**config.mk**
```make
export PLATFORM = sky130hd
export DESIGN_NAME = bsc_root_stage
export DESIGN_NICKNAME = d
export VERILOG_FILES = /design/src/rtl/bsc_pkg.sv /design/src/rtl/bsc_root_stage.sv
export SDC_FILE = /design/constraint.sdc
export NUM_CORES = 2
export LEC_CHECK = 0
export ABC_AREA = 1
export BUFFER_PORTS_ARGS = -buffer_cell sky130_fd_sc_hd__buf_2
export CAP_MARGIN = 20
export CORE_MARGIN = 5
export CORE_UTILIZATION = 40
export CTS_BUF_LIST = sky130_fd_sc_hd__clkbuf_8 sky130_fd_sc_hd__clkbuf_16
export DETAILED_ROUTE_END_ITERATION = 10
export GPL_TIMING_DRIVEN = 0
export SLEW_MARGIN = 0
export SYNTH_ARGS = -nofsm -noshare
export SYNTH_HDL_FRONTEND = slang
export SYNTH_SLANG_ARGS = --single-unit
```
**constraint.sdc**
```tcl
create_clock -name clock -period 9.55 [get_ports clock]
set_clock_uncertainty 0.05 [all_clocks]
set_input_delay 1.91 -clock clock [delete_from_list [all_inputs] [get_ports clock]]
set_output_delay 1.91 -clock clock [all_outputs]
set_load 0.01 [all_outputs]
```
**src/rtl/bsc_pkg.sv**
```systemverilog
// shared types and constants for the braking step count unit
`default_nettype none
package bsc_pkg;
   localparam int PERIOD_BITS = 24;
   localparam int VALUE_BITS  = 32;
   localparam int COUNT_BITS  = 20;
   localparam int MAG_BITS    = VALUE_BITS + 1;
   localparam int BND_BITS    = VALUE_BITS;
   localparam int PSQ_BITS    = 2 * PERIOD_BITS;
   localparam int HALF_BITS   = PERIOD_BITS;
   localparam int PROD_BITS   = HALF_BITS + BND_BITS;
   localparam int K_BITS      = PSQ_BITS + BND_BITS - 1;
   localparam int R_SHIFT     = 2 * PERIOD_BITS + 1;
   localparam int R_BITS      = MAG_BITS + R_SHIFT;
   localparam int T_BITS      = K_BITS + COUNT_BITS;
   localparam int WIDE_BITS   = T_BITS + COUNT_BITS + 3;
   localparam int BIT_SEL_BITS = $clog2(COUNT_BITS);
   localparam int ADDR_BITS   = 3;
   localparam int DATA_BITS   = 32;
   localparam logic [PERIOD_BITS-1:0] PERIOD_RESET = PERIOD_BITS'(16777);
   localparam logic [COUNT_BITS-1:0]  COUNT_MAX    = {COUNT_BITS{1'b1}};
   localparam logic [COUNT_BITS-1:0]  COUNT_ONE    = COUNT_BITS'(1);
   localparam logic [0:0]             REG_PERIOD   = 1'b0;

   typedef struct packed {
      logic signed [VALUE_BITS-1:0] limit_value;
      logic signed [VALUE_BITS-1:0] current_value;
      logic signed [VALUE_BITS-1:0] rate_bound;
   } req_data_type;

   typedef struct packed {
      logic [COUNT_BITS-1:0] step_count;
      logic                  bad_sign;
      logic                  saturated;
   } rsp_data_type;

   // one item in flight through the root search
   typedef struct packed {
      logic                   valid;
      logic                   bad;
      logic                   zero;
      logic [K_BITS-1:0]      k;
      logic [R_BITS-1:0]      r;
      logic [R_BITS-1:0]      s;
      logic [T_BITS-1:0]      t;
      logic [COUNT_BITS-1:0]  m;
   } search_type;
endpackage
`default_nettype wire

```
**src/rtl/bsc_root_stage.sv**
```systemverilog
// one bit of the integer root search: tries setting one bit of the count
`default_nettype none
module bsc_root_stage import bsc_pkg::*; (
   input  wire logic                    clock,
   input  wire logic                    reset,
   input  wire logic                    advance,
   input  wire logic [BIT_SEL_BITS-1:0] bit_sel,
   input  wire search_type              in_item,
   output search_type                   out_item
);
   logic [WIDE_BITS-1:0] cand;
   logic take;
   search_type item_in, item_ff;

   // candidate (m + 2^i)^2 * k from running m^2*k and m*k
   always_comb begin
      cand = WIDE_BITS'(in_item.s)
           + (WIDE_BITS'(in_item.t) << (bit_sel + BIT_SEL_BITS'(1)))
           + (WIDE_BITS'(in_item.k) << {bit_sel, 1'b0});
      take = cand < WIDE_BITS'(in_item.r);
      item_in = in_item;
      if (take) begin
         item_in.s = R_BITS'(cand);
         item_in.t = in_item.t + (T_BITS'(in_item.k) << bit_sel);
         item_in.m = in_item.m | (COUNT_ONE << bit_sel);
      end
   end

   always_ff @(posedge clock) begin
      if (reset) begin
         item_ff.valid <= 1'b0;
      end else if (advance) begin
         item_ff.valid <= item_in.valid;
      end
      if (advance) begin
         item_ff.bad  <= item_in.bad;
         item_ff.zero <= item_in.zero;
         item_ff.k    <= item_in.k;
         item_ff.r    <= item_in.r;
         item_ff.s    <= item_in.s;
         item_ff.t    <= item_in.t;
         item_ff.m    <= item_in.m;
      end
   end

   assign out_item = item_ff;
endmodule
`default_nettype wire

```
==> flow_summary.json <==
{
  "leakage_nw": 32.0,
  "cp_common_cell": "nand2_1",
  "hpwl_um": 291000,
  "slowest_delay_ns": 0.58,
  "power_frac_seq_pct": 15.4,
  "die_area_mm2": 0.137,
  "num_vias": 65600,
  "ys_warn_count": 0,
  "dr_wl_met3_um": 36600,
  "synth_top_area_share_pct": 21.0,
  "syn_area_mm2": 0.0521,
  "ant_nets": 0,
  "grt_pass1_wl_um": 459000,
  "met1_length_um": 120000,
  "die_h_um": 371,
  "synth-seq-cells": 365,
  "tightest_slew_ns": 1.23,
  "holdPathEnd": "out_item[364]",
  "cp.required_ns": 9.86,
  "insertion_delay_ns": 0.63,
  "synth.distinct_cells": 54,
  "highest_layer": "met5",
  "fmax_ghz": 0.103,
  "min_period_ns": 9.74,
  "fin_nets": 10200,
  "core_mm2": 0.129,
  "htreeDepth": 2,
  "grt_pass1_vias": 62500,
  "syn_area_per_cell_um2": 6.08,
  "hold_path_startpoint": "out_item[364]",
  "antenna_found_initial": 12,
  "yosys.area.top_type": "edfxtp_1",
  "end_kind": "flop",
  "cts_buffers": 40,
  "ys_async_sr_fraction_pct": 0,
  "worst_slack_ns": -0.191,
  "period_share_pct": 102,
  "setup_viol": 163,
  "outcome": "complete, but fails checks",
  "place_congestion": 1.17,
  "largest_reg_flops": 365,
  "via_per_inst": 5.88,
  "initial_utilization_pct": 40.2,
  "final-hold-violation-count": 0,
  "synthCells": 8558,
  "worst_setup_path_start_kind": "input pin",
  "power.switching_mw": 7.19,
  "power.total_mw": 12.6,
  "io_pins": 738,
  "cts_tree": "done",
  "syn_nets": 9359,
  "p_per_area_mw_per_mm2": 204,
  "wl_met2_um": 142000,
  "internal-power_mw": 5.39,
  "p_comb_share_pct": 72.2,
  "cpLargestDelayFamily": "simple AND/OR/NAND/NOR gates",
  "grt_max_degree": 130,
  "postCtsHoldBufs": 0,
  "routed_wl_um": 337000,
  "worstRegToRegCells": 2,
  "synth_edf_count": 364,
  "r2r_slack_ns": 8.91,
  "seq_area_frac_synth_pct": 21.0,
  "netlist_top_cells_count": "nand2_1 (2890), inv_1 (1248), o21ai_0 (693), nor2_1 (667), nand3_1 (625)",
  "final_util_pct": 47.7,
  "relSlewSlack_pct": 18.0,
  "dp.cells": 11000,
  "grt_overflow_total": 0,
  "critPathSlowestCell": "a21oi_1",
  "grt.total_usage_pct": 47.0,
  "r2r-end": "out_item[364]",
  "final_cells": 11200,
  "drt_iter0_drc": 8661,
  "drt_pass1_iterations": 7,
  "r2r-start": "out_item[364]",
  "hold_depth": 2,
  "maxSlewViolCount": 0,
  "area_growth_pct": 18.7,
  "die_w_um": 371,
  "path_buf_inv": 9,
  "crit_fanout": 19,
  "port_buffers": 735,
  "p_sw_share_pct": 57.1,
  "clk_pin_slew_ns": 0.06,
  "hp-class": "reg2reg",
  "fp-row-count": 132,
  "clkPwrFrac_pct": 12.4,
  "pre_cts_ws_ns": -5.85,
  "violations": "setup timing",
  "ir_drop_uv": 139,
  "drc": 0,
  "drv_cap": 0,
  "criticalPathCategory": "in2reg",
  "synthFlopType": "edfxtp_1",
  "cts-root-buf": "clkbuf_16",
  "drive_gt1_share_pct": 14.6,
  "wl_per_cell_um": 30.2,
  "synthTopCellsByArea": "edfxtp_1 (21%), nand2_1 (21%), inv_1 (9.0%)",
  "arrival_ns": 10.05,
  "clockBufferDepth": 3,
  "synth.most_common_cell": "nand2_1",
  "clock_sinks": 365
}
[metal layers]
layer / up-vias / GRT usage [%]
met5: - / 0
met4: 10 / 41.6
met3: 1259 / 13.5
met2: 4439 / 72.1
met1: 30600 / 53.3
li1: 29300 / -
[cell usage in the layout, fill, tap and decap left out, types with 42 or more instances in the layout]
master and instances:
clkbuf_16 43, nor3_1 50, buf_2 765, o21bai_1 47
o22ai_1 42, xnor2_1 51, o21ai_1 82, nand2_1 2859
inv_1 1250, clkbuf_1 93, nor2_1 622, xor2_1 111
mux2i_1 174, o21ai_2 63, buf_1 51, a21oi_1 468
a31oi_1 47, clkbuf_2 60, edfxtp_1 364, buf_4 55
o21ai_0 543, ha_1 333, fa_1 84, nand3_1 609
[tightest hold or removal path: cells and delay by family (launching register included)]
family           cells  cell delay [ns]
flip-flops           1             0.32
AND/OR/NAND/NOR      1             0.08
multiplexers         1             0.06
[worst max-delay path by stage]
| stage | start | to | slack [ns] | cells after the start |
|---|---|---|---|---|
| finish | bit_sel[0] | out_item[119] | -0.19 | 39 |
| global route | bit_sel[0] | out_item[153] | -0.09 | 45 |
| CTS | bit_sel[2] | out_item[165] | 0.01 | 44 |
| detailed placement | bit_sel[0] | out_item[28] | -5.85 | 40 |
| global placement | bit_sel[0] | out_item[119] | -6.38 | 41 |
| floorplan | bit_sel[0] | out_item[197] | 0.69 | 46 |
[power groups by stage]
stage / Clock, mW / Combinational [mW] / Sequential, mW
after CTS: 1.58 / 8.43 / 1.94
after global routing: 1.65 / 9.58 / 1.95
after global placement: 0 / 7.93 / 1.98
after detailed placement: 0 / 8.04 / 1.97
final: 1.56 / 9.09 / 1.94
after floorplan: 0 / 4.68 / 2.04
[area by class of cell]
type | instances | area [um2]
diodes | 7 | 17.5
plain buffers | 313 | 1760
clock buffers | 41 | 1030
clock inverters | 30 | 245
fillers | 14100 | 67700
inverters | 1267 | 4780
multi-input cells | 6602 | 36600
flip-flops and latches | 365 | 11000
well taps | 1742 | 2180
repair buffers | 786 | 4190
repair inverters | 1 | 5.00
[metrics by stage]
stage | hold WS [ns] | instance area (um2) | setup TNS (ns)
2_1_floorplan | 0.478 | 52100 | 0
3_3_place_gp | 0.420 | 57900 | -1139.77
3_5_place_dp | 0.439 | 58100 | -1096.09
4_1_cts | 0.455 | 61000 | 0
5_1_grt | 0.497 | 61800 | -1.17
6_report | 0.452 | 61800 | -9.18
[cells by family after synthesis]
| logic type | Yosys count | synth area share (%) |
|---|---|---|
| mux | 233 | 4.48 |
| buf+inv | 1591 | 11.9 |
| compound gates | 1424 | 14.6 |
| xor+xnor | 180 | 3.04 |
| fa+ha+maj | 428 | 11.5 |
| simple gates | 4337 | 33.5 |
| flops | 365 | 21.0 |
[what timing repair did]
action / 4_1_cts / 5_1_grt
gates resized for setup: 544 / 252
buffers inserted: 22 / 11
pin swaps: 17 / 11
gates cloned: 0 / 1
endpoints found under the setup margin: 201 / 201
endpoints found under the hold margin: 0 / 0
Note: power is estimated with default switching activity, not from simulation.
